--- config.mk ---
export PLATFORM = sky130hd
export DESIGN_NAME = config_packet_idcode_finder
export DESIGN_NICKNAME = d
export VERILOG_FILES = /design/src/sv/cfgpf_pkg.sv /design/src/sv/cfgpf_step.sv /design/src/sv/config_packet_idcode_finder.sv
export SDC_FILE = /design/constraint.sdc
export NUM_CORES = 1
export LEC_CHECK = 0
export BUFFER_PORTS_ARGS = -buffer_cell sky130_fd_sc_hd__buf_2
export CORE_MARGIN = 2
export CORE_UTILIZATION = 31
export DETAILED_ROUTE_END_ITERATION = 8
export MAX_ROUTING_LAYER = met4
export PLACE_DENSITY = 0.52
export SLEW_MARGIN = 20
export SYNTH_ARGS = -nofsm -noshare
export SYNTH_HDL_FRONTEND = slang
export SYNTH_SLANG_ARGS = --single-unit
--- constraint.sdc ---
create_clock -name i_clk -period 3.2 [get_ports i_clk]
set_clock_uncertainty 0.15 [all_clocks]
set_input_delay 0.96 -clock i_clk [delete_from_list [all_inputs] [get_ports i_clk]]
set_output_delay 0.96 -clock i_clk [all_outputs]
set_load 0.01 [all_outputs]
--- src/sv/cfgpf_pkg.sv ---
// shared types and constants for the configuration packet idcode finder
// no dependencies; imported by cfgpf_step, the top level and the testbench
package cfgpf_pkg;

    localparam logic [31:0] SYNC_WORD  = 32'hAA99_5566;
    localparam logic [4:0]  IDCODE_REG = 5'h0C;
    localparam logic [1:0]  OP_WRITE   = 2'd2;
    localparam logic [2:0]  PT_TYPE1   = 3'd1;
    localparam logic [2:0]  PT_TYPE2   = 3'd2;
    localparam int          CNT_W      = 27;

    typedef enum logic [1:0] {
        PH_HUNT  = 2'd0,
        PH_PARSE = 2'd1,
        PH_DONE  = 2'd2
    } t_phase;

    typedef enum logic [1:0] {
        ST_FOUND     = 2'd0,
        ST_NO_SYNC   = 2'd1,
        ST_BAD_TYPE  = 2'd2,
        ST_NOT_FOUND = 2'd3
    } t_status;

    typedef struct packed {
        t_phase             phase;
        logic [1:0]         operation;
        logic [4:0]         reg_address;
        logic [CNT_W-1:0]   packet_words;
        logic [CNT_W-1:0]   words_left;
    } t_state;

    typedef struct packed {
        logic        valid;
        t_status     status;
        logic [31:0] idcode;
    } t_result;

    localparam t_state STATE_CLEAR = '{
        phase:        PH_HUNT,
        operation:    2'd0,
        reg_address:  5'd0,
        packet_words: '0,
        words_left:   '0
    };

endpackage

--- src/sv/cfgpf_step.sv ---
// next-state and result logic for one stream word
// depends on cfgpf_pkg
module cfgpf_step
    import cfgpf_pkg::*;
(
    input  t_state      i_state,
    input  logic [31:0] i_word,
    input  logic        i_last,
    output t_state      o_state,
    output t_result     o_result
);

    logic [2:0] ptype;
    logic       bad_type;
    logic       found;

    assign ptype = i_word[31:29];

    always_comb begin
        o_state  = i_state;
        o_result = '{valid: 1'b0, status: ST_FOUND, idcode: 32'd0};
        bad_type = 1'b0;
        found    = 1'b0;
        case (i_state.phase)
            PH_HUNT: begin
                if (i_word == SYNC_WORD) begin
                    o_state = STATE_CLEAR;
                    if (i_last) begin
                        o_result.valid  = 1'b1;
                        o_result.status = ST_NOT_FOUND;
                    end else begin
                        o_state.phase = PH_PARSE;
                    end
                end else if (i_last) begin
                    o_state         = STATE_CLEAR;
                    o_result.valid  = 1'b1;
                    o_result.status = ST_NO_SYNC;
                end
            end
            PH_PARSE: begin
                if (i_state.words_left == '0) begin
                    // header expected
                    if (ptype == PT_TYPE1) begin
                        o_state.operation    = i_word[28:27];
                        o_state.reg_address  = i_word[17:13];
                        o_state.packet_words = {{(CNT_W-11){1'b0}}, i_word[10:0]};
                        o_state.words_left   = {{(CNT_W-11){1'b0}}, i_word[10:0]};
                    end else if (ptype == PT_TYPE2) begin
                        o_state.operation    = i_word[28:27];
                        o_state.packet_words = i_word[CNT_W-1:0];
                        o_state.words_left   = i_word[CNT_W-1:0];
                    end else begin
                        bad_type = 1'b1;
                    end
                end else begin
                    o_state.words_left = i_state.words_left - CNT_W'(1);
                    found = (i_state.operation == OP_WRITE) &&
                            (i_state.reg_address == IDCODE_REG) &&
                            (i_state.packet_words == CNT_W'(1));
                end
                if (bad_type || found || i_last) begin
                    o_result.valid = 1'b1;
                    if (bad_type) begin
                        o_result.status = ST_BAD_TYPE;
                    end else if (found) begin
                        o_result.status = ST_FOUND;
                        o_result.idcode = i_word;
                    end else begin
                        o_result.status = ST_NOT_FOUND;
                    end
                    if (i_last) begin
                        o_state = STATE_CLEAR;
                    end else begin
                        o_state.phase = PH_DONE;
                    end
                end
            end
            default: begin
                // result given, skip to the end of the stream
                if (i_last) begin
                    o_state = STATE_CLEAR;
                end
            end
        endcase
    end

endmodule

--- src/sv/config_packet_idcode_finder.sv ---
// top level: parser state register, output register and stream handshakes
// depends on cfgpf_pkg and cfgpf_step
//
// Scans a configuration stream for the sync word, then walks the packet
// headers and reports the IDCODE written by a one-word write to register 0x0C.
// Slave side: one beat per stream word, i_s_tdata holds the word and
// i_s_tlast marks the last word of the stream.
// Master side: at most one beat per stream; o_m_tuser carries the status
// (found, no sync, unknown packet type, not found) and o_m_tdata the IDCODE,
// zero for any status but found.
// A result is registered and appears on the master side in the cycle after the word
// that causes it is taken. The slave side takes one word per cycle while no held
// result stalls it, set by the single register stage around the header decode.
// After a result the block drops words up to and including the last-word
// beat, then hunts for sync again; a last word always rearms it.
// Reset (synchronous, active low) returns the parser to sync hunting and
// empties the output register.
// When the receiver stalls, the held result blocks new words only if the
// output register is full and not being drained in the same cycle.
module config_packet_idcode_finder
    import cfgpf_pkg::*;
(
    input  logic        i_clk,
    input  logic        i_rst_n,
    input  logic        i_s_tvalid,
    output logic        o_s_tready,
    input  logic [31:0] i_s_tdata,   // [31:0] word
    input  logic        i_s_tlast,   // last_word
    output logic        o_m_tvalid,
    input  logic        i_m_tready,
    output logic [31:0] o_m_tdata,   // [31:0] idcode
    output logic [1:0]  o_m_tuser    // [1:0] status
);

    t_state      r_state;
    t_state      n_state;
    t_result     step_res;
    logic        r_m_valid;
    t_status     r_m_status;
    logic [31:0] r_m_idcode;
    logic        s_accept;

    cfgpf_step u_step (
        .i_state  (r_state),
        .i_word   (i_s_tdata),
        .i_last   (i_s_tlast),
        .o_state  (n_state),
        .o_result (step_res)
    );

    assign o_s_tready = !r_m_valid || i_m_tready;
    assign s_accept   = i_s_tvalid && o_s_tready;

    always_ff @(posedge i_clk) begin
        if (!i_rst_n) begin
            r_state   <= STATE_CLEAR;
            r_m_valid <= 1'b0;
        end else begin
            if (s_accept) begin
                r_state <= n_state;
            end
            if (s_accept && step_res.valid) begin
                r_m_valid <= 1'b1;
            end else if (i_m_tready) begin
                r_m_valid <= 1'b0;
            end
        end
    end

    always_ff @(posedge i_clk) begin
        if (s_accept && step_res.valid) begin
            r_m_status <= step_res.status;
            r_m_idcode <= step_res.idcode;
        end
    end

    assign o_m_tvalid = r_m_valid;
    assign o_m_tdata  = r_m_idcode;
    assign o_m_tuser  = r_m_status;

    a_idcode_zero: assert property (@(posedge i_clk) disable iff (!i_rst_n)
        (o_m_tvalid && o_m_tuser != ST_FOUND) |-> (o_m_tdata == 32'd0))
        else $error("idcode not zero on a non-found result");

    a_last_rearms: assert property (@(posedge i_clk) disable iff (!i_rst_n)
        (s_accept && i_s_tlast) |=> (r_state == STATE_CLEAR))
        else $error("parser not rearmed after last word");

    a_result_waits: assert property (@(posedge i_clk) disable iff (!i_rst_n)
        (s_accept && step_res.valid && !i_s_tlast) |=> (r_state.phase == PH_DONE))
        else $error("parser not waiting for last word after result");

    a_hunt_clean: assert property (@(posedge i_clk) disable iff (!i_rst_n)
        (r_state.phase == PH_HUNT) |-> (r_state.words_left == '0))
        else $error("word count left over while hunting");

    a_result_taken: assert property (@(posedge i_clk) disable iff (!i_rst_n)
        (s_accept && step_res.valid) |=> o_m_tvalid)
        else $error("result lost");

endmodule

==> out/qor.json <==
{
  "cap_viol_max_count": 0,
  "worstSetupEndpointType": "flop",
  "post-route-min-period_ns": 3.00,
  "postSynthCellCount": 562,
  "synth.ff_latch_count": 98,
  "run_status": "finished, final reports clean",
  "final_net_count": 699,
  "syn_nets": 600,
  "leak_pwr_nw": 2.48,
  "synth.top_cells.by_area": "sky130_fd_sc_hd__dfxtp_1 25%, sky130_fd_sc_hd__edfxtp_1 20%, sky130_fd_sc_hd__a21oi_1 5.1%",
  "slew_headroom_pct": 60.0,
  "seq_area_um2": 2300,
  "cts.hold.buffers_added": 0,
  "grt-ovfl-total": 0,
  "vdd.ir_drop.worst_v": 0.000230,
  "cts-resized-gates": 0,
  "grt_util_all_layers_pct": 20.1,
  "rsz0062_at_grt": "no",
  "yosysWarnings": 0,
  "post-synth-top-area-fraction_pct": 24.9,
  "drc_errors": 0,
  "reg2reg_to": "o_m_tdata[2]",
  "critPathKind": "in -> reg",
  "synth_top_area_cell": "sky130_fd_sc_hd__dfxtp_1",
  "row_count": 47,
  "timing_max_transition_violations_final": 0,
  "syn_avg_cell_area_um2": 9.15,
  "first_iter_violations": 544,
  "multi_input_comb_area_um2": 2670,
  "worst-r2r-cell-count": 9,
  "finalCritPeriodShare_pct": 93.8,
  "grt_pass1_wl_um": 26900,
  "synth-main-ff-cell": "sky130_fd_sc_hd__dfxtp_1",
  "cts-buffers-inserted": 9,
  "worst_hold_path_depth": 2,
  "async_sr_flop_fraction_pct": 0,
  "p_per_area_nw_per_um2": 439,
  "netlist_top_cells_count": "64 x sky130_fd_sc_hd__dfxtp_1, 52 x sky130_fd_sc_hd__a21oi_1, 50 x sky130_fd_sc_hd__o21ai_0",
  "max_clock_freq_ghz": 0.333,
  "synth_seq_area_share_pct": 44.8,
  "antenna_found_initial": 0,
  "hold_path_class": "reg -> reg",
  "pin_count_of_the_biggest_net_entering_global_routing": 35,
  "drt_total_wl_um": 16900,
  "clkSinkCount": 98,
  "route.detailed.vias_per_inst": 5.51,
  "post-cts-setup-buffer-count": 0,
  "hold-worst-slack_ns": 0.313,
  "core_region_area_um2": 16400,
  "hold_crit_start": "r_state[34]",
  "finalHoldViolCount": 0,
  "detailedPlacementHpwl_um": 12800,
  "finish.instance_area_um2": 6340,
  "die_x_um": 133,
  "numPortBuffers": 72,
  "clkLatencyLatePin_ns": 0.35,
  "timing.final.setup_violations": 0,
  "rr_startpoint": "r_state[0]",
  "drt.antenna.violating_nets": 0,
  "drive_above_1_share_pct": 24.9,
  "finish.utilization_pct": 38.7,
  "worst_r2r_setup_slack_ns": 0.38,
  "netlist-cell-type-count": 75,
  "initial_core_util_pct": 31.3,
  "worst_pin_slew_ns": 0.594,
  "area_growth_pct": 23.4,
  "critical_path.max_fanout": 10,
  "crit_path_start_kind": "input port",
  "clk_path_buf_depth": 2,
  "gp_routability_congestion": 0.906,
  "detailroute.via_count": 4879,
  "dpl_cell_area_um2": 6020,
  "filler_cell_count": 1647,
  "min_to": "r_state[34]",
  "totalNegativeSetupSlack_ns": 0,
  "drt_pass1_iterations": 5,
  "tritoncts": "done",
  "most_numerous_cell_in_the_yosys_netlist": "sky130_fd_sc_hd__dfxtp_1",
  "syn-cell-area_um2": 5140,
  "synth-edff-count": 34,
  "grt_pass1_vias": 4637,
  "die_area_um2": 17600,
  "clk_transition_reported_paths_ns": 0.07,
  "htree_num_levels": 3,
  "ioPinCount": 73,
  "clock-root-buffer": "sky130_fd_sc_hd__clkbuf_16",
  "timing.critical_path.required_ns": 3.28,
  "worst-endpoint-arrival_ns": 3.08,
  "number_of_antenna_repair_diodes": 0,
  "chipHeight_um": 133,
  "wl_per_cell_um": 19.1
}
## registers in the layout (all words and copies together), names as in the netlist
name,cells
r_state,63
o_m_tuser,2
o_m_tdata,32
o_m_tvalid,1
## worst max path at each step
stage / from / end / cells past startpoint
after floorplan: i_s_tdata[30] / o_m_tdata[0] / 6
after global placement: i_s_tdata[18] / r_state[60] / 8
after detailed placement: i_s_tdata[18] / r_state[27] / 8
after CTS: i_s_tdata[18] / r_state[27] / 8
after global routing: i_s_tdata[18] / r_state[35] / 8
final: i_s_tdata[18] / r_state[27] / 8
## layout by cell type (no fill, tap or decap), types with 14 or more instances in the layout
| cell | n |
|---|---|
| sky130_fd_sc_hd__o21ai_0 | 50 |
| sky130_fd_sc_hd__edfxtp_1 | 34 |
| sky130_fd_sc_hd__dfxtp_1 | 64 |
| sky130_fd_sc_hd__buf_2 | 72 |
| sky130_fd_sc_hd__buf_4 | 45 |
| sky130_fd_sc_hd__nor2_1 | 38 |
| sky130_fd_sc_hd__and2_1 | 34 |
| sky130_fd_sc_hd__nand3_1 | 21 |
| sky130_fd_sc_hd__a211oi_1 | 14 |
| sky130_fd_sc_hd__nand2_1 | 45 |
| sky130_fd_sc_hd__a21oi_1 | 52 |
## cell type report
cell class                 count  area share, %
multi-input combinational    425           42.1
sequential                    98           36.3
timing repair buffer         119           11.6
tap                          220           4.34
clock buffer                  11           3.83
clock inverter                 5           1.34
inverter                       8          0.473
## metrics by stage
| stage | total power, mW | instances | setup slack, ns |
|---|---|---|---|
| 6_report | 2.78 | 886 | 0.199 |
| 5_1_grt | 2.88 | 886 | 0.120 |
| 4_1_cts | 2.81 | 886 | 0.204 |
| 3_5_place_dp | 1.60 | 870 | -0.162 |
| 3_3_place_gp | 1.60 | 870 | -0.144 |
| 2_1_floorplan | 1.46 | 562 | 0.0984 |
## kinds of logic after synthesis
group | Yosys count | share of synthesized area, %
simple gates | 229 | 26.4
flops | 98 | 44.8
fa+ha+maj | 1 | 0.243
buf+inv | 39 | 3.41
compound gates | 195 | 25.1
## metal layers
metal / vias to the layer above / track usage, % / share of wire (%)
li1: 2335 / - / -
met1: 2344 / 27.9 / 48
met2: 178 / 30.5 / 45
met3: 22 / 2.61 / 5.5
met4: 0 / 6.21 / 1.4
met5: - / - / 0
## critical path, stage by stage
cell and delay (ns):
sky130_fd_sc_hd__buf_2 0.11, sky130_fd_sc_hd__or4bb_1 0.52, sky130_fd_sc_hd__nor4_2 0.37, sky130_fd_sc_hd__nand4_2 0.18, sky130_fd_sc_hd__buf_4 0.21, sky130_fd_sc_hd__a21o_1 0.30, sky130_fd_sc_hd__a31oi_2 0.29, sky130_fd_sc_hd__o21ai_0 0.14
## power breakdown
group	switching [mW]	internal [mW]	leakage (nW)
logic	0.168	0.0954	1.51
registers	0.00406	1.30	0.815
clock network	0.497	0.713	0.157
No activity file was read; power rests on OpenSTA's default activity.
